--- src/rtl/bnf_pkg.sv ---
`timescale 1ns / 1ps
// ----------------------------------------------------------------------------
// bnf_pkg
// Shared types, codes and constants of the 3x3 binary neighborhood filter.
// ----------------------------------------------------------------------------
package bnf_pkg;

    localparam int MAX_WIDTH_DEF = 1024;
    localparam int WIDTH_RST     = 1024;
    localparam int HEIGHT_RST    = 1;

    localparam int WIDTH_W       = 11;
    localparam int HEIGHT_W      = 16;
    localparam int MODE_W        = 3;
    localparam int CFG_IDX_W     = 2;
    localparam int CFG_DATA_W    = 16;

    localparam int SIGMA_W       = 4;
    localparam int SIGMA_FULL    = 8;
    localparam int NOIZE_LOW     = 2;
    localparam int NOIZE_HIGH    = 6;
    localparam int SIGMA_NONE    = 0;

    localparam int FIFO_DEPTH    = 4;
    localparam int FIFO_PTR_W    = $clog2(FIFO_DEPTH);
    localparam int FIFO_CNT_W    = $clog2(FIFO_DEPTH + 1);

    typedef enum logic [MODE_W-1:0] {
        MODE_SHRINK = 3'd0,
        MODE_EXPAND = 3'd1,
        MODE_EDGE   = 3'd2,
        MODE_SALT   = 3'd3,
        MODE_PEPPER = 3'd4,
        MODE_NOISE  = 3'd5,
        MODE_NOIZE  = 3'd6
    } t_filter_mode;

    typedef enum logic [CFG_IDX_W-1:0] {
        CFG_FILTER_MODE  = 2'd0,
        CFG_IMAGE_WIDTH  = 2'd1,
        CFG_IMAGE_HEIGHT = 2'd2
    } t_cfg_reg;

    typedef enum logic {
        CMD_PIXEL = 1'b0,
        CMD_DRAIN = 1'b1
    } t_cmd;

    typedef struct packed {
        logic upper;
        logic middle;
    } t_ls_bits;

    typedef struct packed {
        logic pixel_out;
        logic last_of_frame;
    } t_out_item;

endpackage

--- src/rtl/bnf_if.sv ---
`timescale 1ns / 1ps
// ----------------------------------------------------------------------------
// bnf channel interfaces
// Valid/ready channels for input pixels, filtered pixels and register writes.
// ----------------------------------------------------------------------------
interface bnf_pix_in_if;
    logic valid;
    logic ready;
    logic cmd;
    logic pixel_in;

    modport source (output valid, output cmd, output pixel_in, input ready);
    modport sink   (input valid, input cmd, input pixel_in, output ready);
endinterface

interface bnf_pix_out_if;
    logic valid;
    logic ready;
    logic pixel_out;
    logic last_of_frame;

    modport source (output valid, output pixel_out, output last_of_frame, input ready);
    modport sink   (input valid, input pixel_out, input last_of_frame, output ready);
endinterface

interface bnf_cfg_if;
    logic                            valid;
    logic                            ready;
    logic [bnf_pkg::CFG_IDX_W-1:0]   reg_index;
    logic [bnf_pkg::CFG_DATA_W-1:0]  wr_data;

    modport source (output valid, output reg_index, output wr_data, input ready);
    modport sink   (input valid, input reg_index, input wr_data, output ready);
endinterface

--- src/rtl/bnf_line_store.sv ---
`timescale 1ns / 1ps
// ----------------------------------------------------------------------------
// bnf_line_store
// Upper and middle line memories, registered read, with write forwarding.
// ----------------------------------------------------------------------------
module bnf_line_store #(
    parameter int DEPTH = bnf_pkg::MAX_WIDTH_DEF
) (
    input  logic                     i_clk,
    input  logic                     i_rst_n,
    input  logic                     i_rd_en,
    input  logic [$clog2(DEPTH)-1:0] i_rd_addr,
    input  logic                     i_wr_en,
    input  logic [$clog2(DEPTH)-1:0] i_wr_addr,
    input  bnf_pkg::t_ls_bits        i_wr_data,
    output bnf_pkg::t_ls_bits        o_rd_data
);

    logic r_mem_upper  [DEPTH];
    logic r_mem_middle [DEPTH];

    bnf_pkg::t_ls_bits r_rd_data;
    bnf_pkg::t_ls_bits r_fwd_data;
    logic              r_fwd;

    always_ff @(posedge i_clk) begin
        if (i_wr_en) begin
            r_mem_upper[i_wr_addr]  <= i_wr_data.upper;
            r_mem_middle[i_wr_addr] <= i_wr_data.middle;
        end
        if (i_rd_en) begin
            r_rd_data.upper  <= r_mem_upper[i_rd_addr];
            r_rd_data.middle <= r_mem_middle[i_rd_addr];
        end
        r_fwd_data <= i_wr_data;
    end

    // forward a write that lands on the edge of a read to the same entry
    always_ff @(posedge i_clk) begin
        if (!i_rst_n) begin
            r_fwd <= 1'b0;
        end else if (i_rd_en) begin
            r_fwd <= i_wr_en && (i_wr_addr == i_rd_addr);
        end
    end

    assign o_rd_data = r_fwd ? r_fwd_data : r_rd_data;

endmodule

--- src/rtl/bnf_rule.sv ---
`timescale 1ns / 1ps
// ----------------------------------------------------------------------------
// bnf_rule
// Neighbor count and mode rule for one centre pixel.
// ----------------------------------------------------------------------------
module bnf_rule (
    input  logic [bnf_pkg::MODE_W-1:0] i_mode,
    input  logic                       i_border,
    input  logic                       i_centre,
    input  logic [7:0]                 i_neigh,
    output logic                       o_pixel
);

    logic [bnf_pkg::SIGMA_W-1:0] sigma;
    logic                        full;
    logic                        none;

    assign sigma = bnf_pkg::SIGMA_W'($countones(i_neigh));
    assign full  = sigma == bnf_pkg::SIGMA_W'(bnf_pkg::SIGMA_FULL);
    assign none  = sigma == bnf_pkg::SIGMA_W'(bnf_pkg::SIGMA_NONE);

    always_comb begin
        o_pixel = i_centre;
        if (i_border) begin
            if (i_mode == bnf_pkg::MODE_EDGE) begin
                o_pixel = 1'b0;
            end
        end else begin
            case (i_mode)
                bnf_pkg::MODE_SHRINK: begin
                    if (!full) o_pixel = 1'b0;
                end
                bnf_pkg::MODE_EXPAND: begin
                    if (!none) o_pixel = 1'b1;
                end
                bnf_pkg::MODE_EDGE, bnf_pkg::MODE_PEPPER: begin
                    if (full) o_pixel = 1'b0;
                end
                bnf_pkg::MODE_SALT: begin
                    if (full) o_pixel = 1'b1;
                end
                bnf_pkg::MODE_NOISE: begin
                    if (none) o_pixel = 1'b0;
                    else if (full) o_pixel = 1'b1;
                end
                bnf_pkg::MODE_NOIZE: begin
                    if (sigma < bnf_pkg::SIGMA_W'(bnf_pkg::NOIZE_LOW)) o_pixel = 1'b0;
                    else if (sigma > bnf_pkg::SIGMA_W'(bnf_pkg::NOIZE_HIGH)) o_pixel = 1'b1;
                end
                default: begin
                    o_pixel = i_centre;
                end
            endcase
        end
    end

endmodule

--- src/rtl/bnf_out_fifo.sv ---
`timescale 1ns / 1ps
// ----------------------------------------------------------------------------
// bnf_out_fifo
// Small output queue that decouples the filter from the result sink.
// ----------------------------------------------------------------------------
module bnf_out_fifo (
    input  logic                               i_clk,
    input  logic                               i_rst_n,
    input  logic                               i_push,
    input  bnf_pkg::t_out_item                 i_item,
    bnf_pix_out_if.source                      o_pix,
    output logic [bnf_pkg::FIFO_CNT_W-1:0]     o_count
);

    bnf_pkg::t_out_item                r_mem [bnf_pkg::FIFO_DEPTH];
    logic [bnf_pkg::FIFO_PTR_W-1:0]    r_wptr;
    logic [bnf_pkg::FIFO_PTR_W-1:0]    r_rptr;
    logic [bnf_pkg::FIFO_CNT_W-1:0]    r_count;
    logic                              pop;

    assign o_pix.valid         = r_count != '0;
    assign o_pix.pixel_out     = r_mem[r_rptr].pixel_out;
    assign o_pix.last_of_frame = r_mem[r_rptr].last_of_frame;
    assign pop                 = o_pix.valid && o_pix.ready;
    assign o_count             = r_count;

    always_ff @(posedge i_clk) begin
        if (i_push) begin
            r_mem[r_wptr] <= i_item;
        end
    end

    always_ff @(posedge i_clk) begin
        if (!i_rst_n) begin
            r_wptr  <= '0;
            r_rptr  <= '0;
            r_count <= '0;
        end else begin
            if (i_push) r_wptr <= r_wptr + 1'b1;
            if (pop)    r_rptr <= r_rptr + 1'b1;
            if (i_push && !pop) begin
                r_count <= r_count + 1'b1;
            end else if (pop && !i_push) begin
                r_count <= r_count - 1'b1;
            end
        end
    end

endmodule

--- src/rtl/binary_neighbourhood_filter_3x3.sv ---
`timescale 1ns / 1ps
// ----------------------------------------------------------------------------
// binary_neighbourhood_filter_3x3
// Streaming 3x3 binary filter (shrink, expand, edge, salt, pepper, noise,
// noize) over two line memories and a 3x3 window.
// ----------------------------------------------------------------------------
// The block takes one pixel or drain transfer per clock and keeps that rate
// as long as the result sink keeps up; a four-entry output queue absorbs
// short stalls. Each transfer reads both line memories at its column in the
// cycle it is accepted, and a pixel transfer writes them back in the next
// cycle, with a forward path when consecutive transfers hit the same column,
// so the memory port pair sets the one-per-clock figure. Results pass through
// the memory stage and the output queue and trail the input by one row plus
// one pixel; after the last pixel, one drain transfer per owed result flushes
// the frame and the final result carries last_of_frame. The line memories
// need no clearing after reset.
// ----------------------------------------------------------------------------
module binary_neighbourhood_filter_3x3 #(
    parameter int MAX_WIDTH = bnf_pkg::MAX_WIDTH_DEF
) (
    input  logic          i_clk,
    input  logic          i_rst_n,
    bnf_pix_in_if.sink    i_pix,
    bnf_pix_out_if.source o_pix,
    bnf_cfg_if.sink       i_cfg
);

    localparam int COL_W  = $clog2(MAX_WIDTH);
    localparam int ROW_W  = bnf_pkg::HEIGHT_W;
    localparam int W_RST  = (bnf_pkg::WIDTH_RST > MAX_WIDTH) ? MAX_WIDTH : bnf_pkg::WIDTH_RST;
    localparam logic [COL_W-1:0] WM1_RST = COL_W'(W_RST - 1);
    localparam logic [ROW_W-1:0] HM1_RST = ROW_W'(bnf_pkg::HEIGHT_RST - 1);

    // configuration
    logic [bnf_pkg::MODE_W-1:0] r_mode;
    logic [COL_W-1:0]           r_wm1;
    logic [ROW_W-1:0]           r_hm1;
    logic [COL_W-1:0]           n_wm1;
    logic [ROW_W-1:0]           n_hm1;
    logic [bnf_pkg::WIDTH_W-1:0]  cfg_w;
    logic [bnf_pkg::HEIGHT_W-1:0] cfg_h;
    logic                       cfg_acc;
    logic                       cfg_restart;

    // position counters
    logic [COL_W-1:0] r_in_col,  n_in_col;
    logic [ROW_W-1:0] r_in_row,  n_in_row;
    logic [COL_W-1:0] r_out_col, n_out_col;
    logic [ROW_W-1:0] r_out_row, n_out_row;

    // accept stage
    logic             acc;
    logic             in_full;
    logic             is_pix;
    logic             primed;
    logic             emit;
    logic             out_last_col;
    logic             out_last_row;
    logic             border;
    logic             last;
    logic [COL_W-1:0] rd_addr;

    // memory stage
    logic             r_s1_v;
    logic             r_s1_wr;
    logic             r_s1_emit;
    logic             r_s1_drain;
    logic             r_s1_use_mid;
    logic             r_s1_border;
    logic             r_s1_last;
    logic             r_s1_pix;
    logic [COL_W-1:0] r_s1_addr;
    logic [8:0]       r_window;
    logic [8:0]       n_window;

    bnf_pkg::t_ls_bits  rd_data;
    bnf_pkg::t_ls_bits  wr_data;
    bnf_pkg::t_out_item out_item;
    logic               centre;
    logic               s1_push;
    logic [bnf_pkg::FIFO_CNT_W-1:0] fifo_count;

    assign i_cfg.ready = 1'b1;
    assign cfg_acc     = i_cfg.valid && i_cfg.ready;
    assign cfg_w       = i_cfg.wr_data[bnf_pkg::WIDTH_W-1:0];
    assign cfg_h       = i_cfg.wr_data[bnf_pkg::HEIGHT_W-1:0];
    assign cfg_restart = cfg_acc && (i_cfg.reg_index == bnf_pkg::CFG_IMAGE_WIDTH ||
                                     i_cfg.reg_index == bnf_pkg::CFG_IMAGE_HEIGHT);

    always_comb begin
        if (cfg_w == '0) begin
            n_wm1 = '0;
        end else if (32'(cfg_w) > 32'(MAX_WIDTH)) begin
            n_wm1 = COL_W'(MAX_WIDTH - 1);
        end else begin
            n_wm1 = COL_W'(cfg_w - 1'b1);
        end
        n_hm1 = (cfg_h == '0) ? '0 : ROW_W'(cfg_h - 1'b1);
    end

    always_ff @(posedge i_clk) begin
        if (!i_rst_n) begin
            r_mode <= bnf_pkg::MODE_SHRINK;
            r_wm1  <= WM1_RST;
            r_hm1  <= HM1_RST;
        end else if (cfg_acc) begin
            case (i_cfg.reg_index)
                bnf_pkg::CFG_FILTER_MODE:  r_mode <= i_cfg.wr_data[bnf_pkg::MODE_W-1:0];
                bnf_pkg::CFG_IMAGE_WIDTH:  r_wm1  <= n_wm1;
                bnf_pkg::CFG_IMAGE_HEIGHT: r_hm1  <= n_hm1;
                default: begin
                end
            endcase
        end
    end

    // room for the transfer in flight and this one
    assign i_pix.ready = ({1'b0, fifo_count} + (bnf_pkg::FIFO_CNT_W+1)'(r_s1_v))
                         < (bnf_pkg::FIFO_CNT_W+1)'(bnf_pkg::FIFO_DEPTH);
    assign acc         = i_pix.valid && i_pix.ready;

    assign in_full      = r_in_row > r_hm1;
    assign is_pix       = !in_full && (i_pix.cmd == bnf_pkg::CMD_PIXEL);
    assign primed       = (r_in_row > ROW_W'(1)) || (r_in_row == ROW_W'(1) && r_in_col != '0);
    assign emit         = in_full || (is_pix && primed);
    assign out_last_col = r_out_col == r_wm1;
    assign out_last_row = r_out_row == r_hm1;
    assign border       = r_out_col == '0 || r_out_row == '0 || out_last_col || out_last_row;
    assign last         = out_last_col && out_last_row;
    assign rd_addr      = in_full ? r_out_col : r_in_col;

    always_comb begin
        n_in_col  = r_in_col;
        n_in_row  = r_in_row;
        n_out_col = r_out_col;
        n_out_row = r_out_row;
        if (acc && is_pix) begin
            if (r_in_col == r_wm1) begin
                n_in_col = '0;
                n_in_row = r_in_row + 1'b1;
            end else begin
                n_in_col = r_in_col + 1'b1;
            end
        end
        if (acc && emit) begin
            if (last) begin
                n_in_col  = '0;
                n_in_row  = '0;
                n_out_col = '0;
                n_out_row = '0;
            end else if (out_last_col) begin
                n_out_col = '0;
                n_out_row = r_out_row + 1'b1;
            end else begin
                n_out_col = r_out_col + 1'b1;
            end
        end
        if (cfg_restart) begin
            n_in_col  = '0;
            n_in_row  = '0;
            n_out_col = '0;
            n_out_row = '0;
        end
    end

    always_ff @(posedge i_clk) begin
        if (!i_rst_n) begin
            r_in_col  <= '0;
            r_in_row  <= '0;
            r_out_col <= '0;
            r_out_row <= '0;
            r_s1_v    <= 1'b0;
        end else begin
            r_in_col  <= n_in_col;
            r_in_row  <= n_in_row;
            r_out_col <= n_out_col;
            r_out_row <= n_out_row;
            r_s1_v    <= acc;
        end
    end

    always_ff @(posedge i_clk) begin
        if (acc) begin
            r_s1_wr      <= is_pix;
            r_s1_emit    <= emit;
            r_s1_drain   <= in_full;
            r_s1_use_mid <= out_last_row;
            r_s1_border  <= border;
            r_s1_last    <= last;
            r_s1_pix     <= i_pix.pixel_in;
            r_s1_addr    <= rd_addr;
        end
    end

    bnf_line_store #(
        .DEPTH (MAX_WIDTH)
    ) u_line_store (
        .i_clk     (i_clk),
        .i_rst_n   (i_rst_n),
        .i_rd_en   (acc),
        .i_rd_addr (rd_addr),
        .i_wr_en   (r_s1_v && r_s1_wr),
        .i_wr_addr (r_s1_addr),
        .i_wr_data (wr_data),
        .o_rd_data (rd_data)
    );

    // shift the middle row up, store the new pixel in the middle row
    assign wr_data.upper  = rd_data.middle;
    assign wr_data.middle = r_s1_pix;
    assign n_window       = {r_window[5:0], r_s1_pix, rd_data.middle, rd_data.upper};

    always_ff @(posedge i_clk) begin
        if (!i_rst_n) begin
            r_window <= '0;
        end else if (r_s1_v && r_s1_wr) begin
            r_window <= n_window;
        end
    end

    assign centre = r_s1_drain ? (r_s1_use_mid ? rd_data.middle : rd_data.upper)
                               : n_window[4];

    bnf_rule u_rule (
        .i_mode   (r_mode),
        .i_border (r_s1_border),
        .i_centre (centre),
        .i_neigh  ({n_window[8:5], n_window[3:0]}),
        .o_pixel  (out_item.pixel_out)
    );

    assign out_item.last_of_frame = r_s1_last;
    assign s1_push                = r_s1_v && r_s1_emit;

    bnf_out_fifo u_out_fifo (
        .i_clk   (i_clk),
        .i_rst_n (i_rst_n),
        .i_push  (s1_push),
        .i_item  (out_item),
        .o_pix   (o_pix),
        .o_count (fifo_count)
    );

    a_last_restarts: assert property (@(posedge i_clk) disable iff (!i_rst_n)
        (acc && emit && last) |=>
        (r_in_col == '0 && r_in_row == '0 && r_out_col == '0 && r_out_row == '0))
        else $error("frame counters not cleared after last result");

    a_queue_room: assert property (@(posedge i_clk) disable iff (!i_rst_n)
        ({1'b0, fifo_count} + (bnf_pkg::FIFO_CNT_W+1)'(r_s1_v))
        <= (bnf_pkg::FIFO_CNT_W+1)'(bnf_pkg::FIFO_DEPTH))
        else $error("output queue overcommitted");

    a_drain_on_border: assert property (@(posedge i_clk) disable iff (!i_rst_n)
        (r_s1_v && r_s1_drain) |-> (r_s1_border && r_s1_emit && !r_s1_wr))
        else $error("drain transfer off the border or without a result");

endmodule
--- src/flat_wrapper.sv ---
// flat-port wrapper written by rule: the top's interface ports become plain ports
module binary_neighbourhood_filter_3x3_flat 
#(
    parameter int MAX_WIDTH = bnf_pkg::MAX_WIDTH_DEF
)
  (i_clk, i_rst_n, i_pix_valid, i_pix_cmd, i_pix_pixel_in, i_pix_ready, o_pix_valid, o_pix_pixel_out, o_pix_last_of_frame, o_pix_ready, i_cfg_valid, i_cfg_reg_index, i_cfg_wr_data, i_cfg_ready);
  bnf_pix_in_if i_pix_i ();
  bnf_pix_out_if o_pix_i ();
  bnf_cfg_if i_cfg_i ();
  input  logic i_clk;
  input  logic i_rst_n;
  input wire logic [$bits(i_pix_i.valid)-1:0] i_pix_valid;
  input wire logic [$bits(i_pix_i.cmd)-1:0] i_pix_cmd;
  input wire logic [$bits(i_pix_i.pixel_in)-1:0] i_pix_pixel_in;
  output wire logic [$bits(i_pix_i.ready)-1:0] i_pix_ready;
  output wire logic [$bits(o_pix_i.valid)-1:0] o_pix_valid;
  output wire logic [$bits(o_pix_i.pixel_out)-1:0] o_pix_pixel_out;
  output wire logic [$bits(o_pix_i.last_of_frame)-1:0] o_pix_last_of_frame;
  input wire logic [$bits(o_pix_i.ready)-1:0] o_pix_ready;
  input wire logic [$bits(i_cfg_i.valid)-1:0] i_cfg_valid;
  input wire logic [$bits(i_cfg_i.reg_index)-1:0] i_cfg_reg_index;
  input wire logic [$bits(i_cfg_i.wr_data)-1:0] i_cfg_wr_data;
  output wire logic [$bits(i_cfg_i.ready)-1:0] i_cfg_ready;
  assign i_pix_i.valid = i_pix_valid;
  assign i_pix_i.cmd = i_pix_cmd;
  assign i_pix_i.pixel_in = i_pix_pixel_in;
  assign i_pix_ready = i_pix_i.ready;
  assign o_pix_valid = o_pix_i.valid;
  assign o_pix_pixel_out = o_pix_i.pixel_out;
  assign o_pix_last_of_frame = o_pix_i.last_of_frame;
  assign o_pix_i.ready = o_pix_ready;
  assign i_cfg_i.valid = i_cfg_valid;
  assign i_cfg_i.reg_index = i_cfg_reg_index;
  assign i_cfg_i.wr_data = i_cfg_wr_data;
  assign i_cfg_ready = i_cfg_i.ready;
  binary_neighbourhood_filter_3x3 #(.MAX_WIDTH(MAX_WIDTH)) u_core (.i_clk(i_clk), .i_rst_n(i_rst_n), .i_pix(i_pix_i), .o_pix(o_pix_i), .i_cfg(i_cfg_i));
endmodule
--- config.mk ---
export PLATFORM = sky130hd
export DESIGN_NAME = binary_neighbourhood_filter_3x3_flat
export DESIGN_NICKNAME = d
export VERILOG_FILES = /design/src/rtl/bnf_pkg.sv /design/src/rtl/bnf_if.sv /design/src/rtl/bnf_line_store.sv /design/src/rtl/bnf_rule.sv /design/src/rtl/bnf_out_fifo.sv /design/src/rtl/binary_neighbourhood_filter_3x3.sv /design/src/flat_wrapper.sv
export SDC_FILE = /design/constraint.sdc
export NUM_CORES = 2
export LEC_CHECK = 0
export BUFFER_PORTS_ARGS = -buffer_cell sky130_fd_sc_hd__buf_2
export CORE_MARGIN = 3
export CORE_UTILIZATION = 50
export CTS_BUF_LIST = sky130_fd_sc_hd__clkbuf_2 sky130_fd_sc_hd__clkbuf_4 sky130_fd_sc_hd__clkbuf_8
export DETAILED_ROUTE_END_ITERATION = 10
export GPL_ROUTABILITY_DRIVEN = 0
export PLACE_DENSITY = 0.65
export SYNTH_ARGS = -nofsm -noshare
export SYNTH_HDL_FRONTEND = slang
export SYNTH_SLANG_ARGS = --single-unit
--- constraint.sdc ---
create_clock -name i_clk -period 48.2 [get_ports i_clk]
set_input_delay 7.23 -clock i_clk [delete_from_list [all_inputs] [get_ports i_clk]]
set_output_delay 7.23 -clock i_clk [all_outputs]
set_load 0.1 [all_outputs]
==> metrics.md <==
| Metric | Value |
|---|---|
| Post-synth ARST share | 0% |
| Logic pwr share | 10.3% |
| DIE AREA | about 190,000 um^2 |
| H-tree lvl count | 5 |
| CTS tree | yes |
| Worst-path fanout max | 2 |
| Largest net degree at the start of global routing | roughly 230 |
| Yosys cell types | 86 |
| Clk root buf | clkbuf_8 |
| DPL Wire Length | 143 mm |
| Max Clock Skew | roughly 46 ps |
| Top_reg_cell synth | edfxtp_1 |
| Yosys warnings | 0 |
| # rows | between 150 and 200 |
| Slew Limit Headroom | ~14% |
| Final setup vio count | 0 |
| Final WL | 272 mm |
| Fraction of layout cells with a size suffix above 1 | 11.3% |
| Synth Register Bits | around 2,200 |
| Critical path class | reg2out |
| Clk slew on worst S/H paths | around 50 ps |
| Max Freq | between 100 and 150 MHz |
| Critical path endpoint category | output port |
| Pre-CTS setup slack | ~38,000 ps |
| Vias in the first global route | roughly 61,000 |
| Total gr overflow | 0 |
| Worst slew pin tran | 1280 ps |
| Final net count | around 7,400 |
| Hold_buf cts | 0 |
| Fin. max-slew vios | 0 |
| Status | complete, no violations |
| Post-synthesis cell count | ~7,400 |
| Antenna violations before repair | 9 |
| Final Hold Viols | 0 |
| Core ar. | roughly 180,000 um^2 |
| Clk_lat worst skew | ~1100 ps |
| Worst Hold Class | reg2reg |
| Post-CTS setup buffers | 0 |
| Buffers added on ports | 28 |
| Overall Global Routing Usage | between 20 and 30% |
| RSZ-0062 raised after global routing | no |
| Max Cap Viol | 0 |
| Die width | roughly 440 um |
| Pwr Density | about 41 nW/um^2 |
| Global-route wire length before repair | just under 400 mm |
| CTS-repair resized insts | 0 |
| CTS buffer count | 359 |
| Post-route setup slack | about 39,000 ps |
| Die height | 436 um |
| Via-to-Cell Ratio | between 6 and 7 |
| Crit path cell chain | mux4_2, buf_2 |
| Sw frac | between 20% and 30% |
| Layout fillers | 15,200 |
| Final Critical Period | around 9500 ps |
| Multi-input gate area | ~25,000 um^2 |
| Psw | around 1000 uW |
| Placed Cells | ~9,400 |
| Lkg Pwr | between 0.03 and 0.04 uW |
| Slowest stage cell, crit path | mux4_2 |
| Crit path DAT | about 2200 ps |
| Clock Power Share | a little under two fifths |
| Required time of the critical path | approximately 41,000 ps |
| CTS sink count | 2,175 |
| Post-Syn Nets | about 7,500 |
| DRC viols | 0 |
| Syn-to-layout area delta | 9.29% |
| Vias | about 63,000 |
| Initial Utilization | about half |
| Setup TNS Final | 0 ps |
| Final std cells w/o fill | ~10,000 |
| Top-level port count | 30 |
| Initial drt markers | ~8,700 |
| CP Launch Type | flop |
| FF+latch area | between 60,000 and 70,000 um^2 |
| Drt pass-1 iters | 6 |
| Routed WL per cell | about 27 um |
| Fin crit share | 19.6% |
| Critical path's top delay family | multiplexers |
| P_int | about 3100 uW |
| Finished Core Util | around 55% |
| Post-Synthesis Cell Area | 92,600 um^2 |
| Sequential power share | a little over 50% |
| Mean Syn Cell Area | roughly 12 um^2 |
| Antenna viol nets, final | 0 |
| Worst vdd ir | 0.0000327 V |
| Post-synthesis sequential area ratio | between 60% and 70% |
| Largest stage delay, worst path | between 500 and 600 ps |
| Number of flops mapped to enable cells by yosys | 2,075 |
| WP buf/inv | 1 |
| CTS max path bufs | 4 |
| Design Power | 4120 uW |
-- worst register-to-register path: stages, from the launching register on --
cell      delay, ps
dfxtp_1         400
inv_1            80
ha_1            330
nand2_1          80
o21ai_0         580
nor2_1          180
a31o_1          540
nor2_8          580
buf_4           760
buf_12          660
buf_4           870
buf_4           750
mux4_2          640
and2_1          170
o21ai_0         190
o22ai_1         190
o221ai_1        560
o211ai_1        160
a41oi_1         580
nor3_1          180
-- metal layers --
| layer | wire length [um] | vias to the layer above | GRT usage, % |
|---|---|---|---|
| met5 | 13 | - | 0 |
| met4 | 10200 | 2 | 11.0 |
| met3 | 31700 | 605 | 5.84 |
| met2 | 126000 | 3770 | 43.6 |
| met1 | 104000 | 31600 | 38.4 |
| li1 | - | 27300 | - |
-- layout by cell type (no fill, tap or decap), drive strengths merged, types with 28 or more instances in the layout --
master | synthesis | layout
a21oi | 178 | 178
clkbuf | 264 | 490
nand2 | 1228 | 1228
a2111oi | 31 | 31
nor4 | 48 | 48
o221ai | 33 | 33
edfxtp | 2075 | 2075
o22ai | 158 | 158
xnor2 | 36 | 36
o21ai | 74 | 74
a311oi | 33 | 33
mux2i | 154 | 154
mux4 | 52 | 52
nand4 | 32 | 32
dfxtp | 100 | 100
inv | 55 | 57
a31oi | 254 | 254
ha | 37 | 37
a211oi | 240 | 240
buf | 350 | 171
and3 | 294 | 294
a22oi | 28 | 28
clkinv | 4 | 119
nor3 | 64 | 64
xor2 | 68 | 68
nand3 | 136 | 136
nor2 | 1136 | 1136
-- sequential cells by signal (all words and copies together) (netlist names), 3 cells and up, named ones only --
signal and flops:
u_core.u_out_fifo.o_count 3, u_core.r_hm1 16, u_core.u_line_store.r_mem_middle 1024, u_core.r_out_col 10, u_core.u_out_fifo.r_mem 8, u_core.r_mode 3
u_core.u_line_store.r_mem_upper 1024, u_core.r_window 6, u_core.r_wm1 10, u_core.r_in_row 16, u_core.r_s1_addr 10, u_core.r_in_col 10
u_core.r_out_row 16
-- layout make-up --
type / count / area share, %
diodes: 3 / 0.00742
repair buffers: 171 / 1.36
well taps: 2464 / 3.05
multi-input cells: 4565 / 25.1
clock inverters: 125 / 0.700
clock buffers: 490 / 5.98
inverters: 59 / 0.239
flip-flops and latches: 2175 / 63.6
-- synthesized netlist by cell type (all sizes together) (7+ instances only) --
master	count	area, um^2
a22oi	28	210
o22ai	158	988
o221ai	33	295
a32oi	17	149
inv	55	206
a21boi	11	82.6
xor2	68	596
a2111oi	31	272
nor3	64	325
nor3b	9	67.6
a211oi	240	1800
ha	37	463
nand2	1228	4610
mux2i	154	1550
and3	294	1840
nor4	48	307
dfxtp	100	2000
o41ai	12	105
nor2b	25	156
clkbuf	264	991
o2111ai	8	70.1
o211ai	19	143
a311oi	33	289
nor2	1136	4280
a31o	10	87.6
or3	17	106
mux4	52	1180
nand3	136	686
o32ai	7	61.3
nand2b	7	43.8
a21oi	178	891
and2	17	106
edfxtp	2075	62300
xnor2	36	315
nand4	32	206
mux2	17	191
buf	350	1900
a31oi	254	1600
o21ai	74	370
o311ai	11	96.4
-- worst paths after layout --
check | startpoint | endpoint | slack, ps | cells after the start
max reg2reg | u_core.r_hm1[15] | u_core.u_line_store.r_rd_data[0] | 39420 | 19
max | flop | o_pix_pixel_out | 38730 | 2
min reg2reg | u_core.r_window[4] | u_core.r_window[4] | 480 | 2
min | u_core.r_window[4] | u_core.r_window[4] | 480 | 2
-- power by group through the flow --
stage	Sequential [uW]	Combinational (uW)	Clock [uW]
global placement	2180	413	0
floorplan	2240	285	0
global route	2140	457	1660
detailed placement	2180	418	0
CTS	2140	419	1570
finish	2140	423	1560
-- through the flow --
stage | hold WS (ps) | area, um^2
after global placement | 457 | 94400
after floorplan | 443 | 92600
after detailed placement | 478 | 94400
final | 484 | 101000
after CTS | 485 | 101000
after global routing | 526 | 101000
-- kinds of logic after synthesis --
logic type               count (synthesis)  share of synthesized area [%]
XOR/XNOR                               104                          0.984
flip-flops                            2175                           69.5
multiplexers                           223                           3.16
other                                    1                        0.00405
AO/OA/AOI/OAI                         1163                           8.48
adder cells (fa/ha/maj)                 42                          0.608
buffers and inverters                  673                           3.36
AND/OR/NAND/NOR                       3032                           13.9
(Power assumes the default switching activity.)
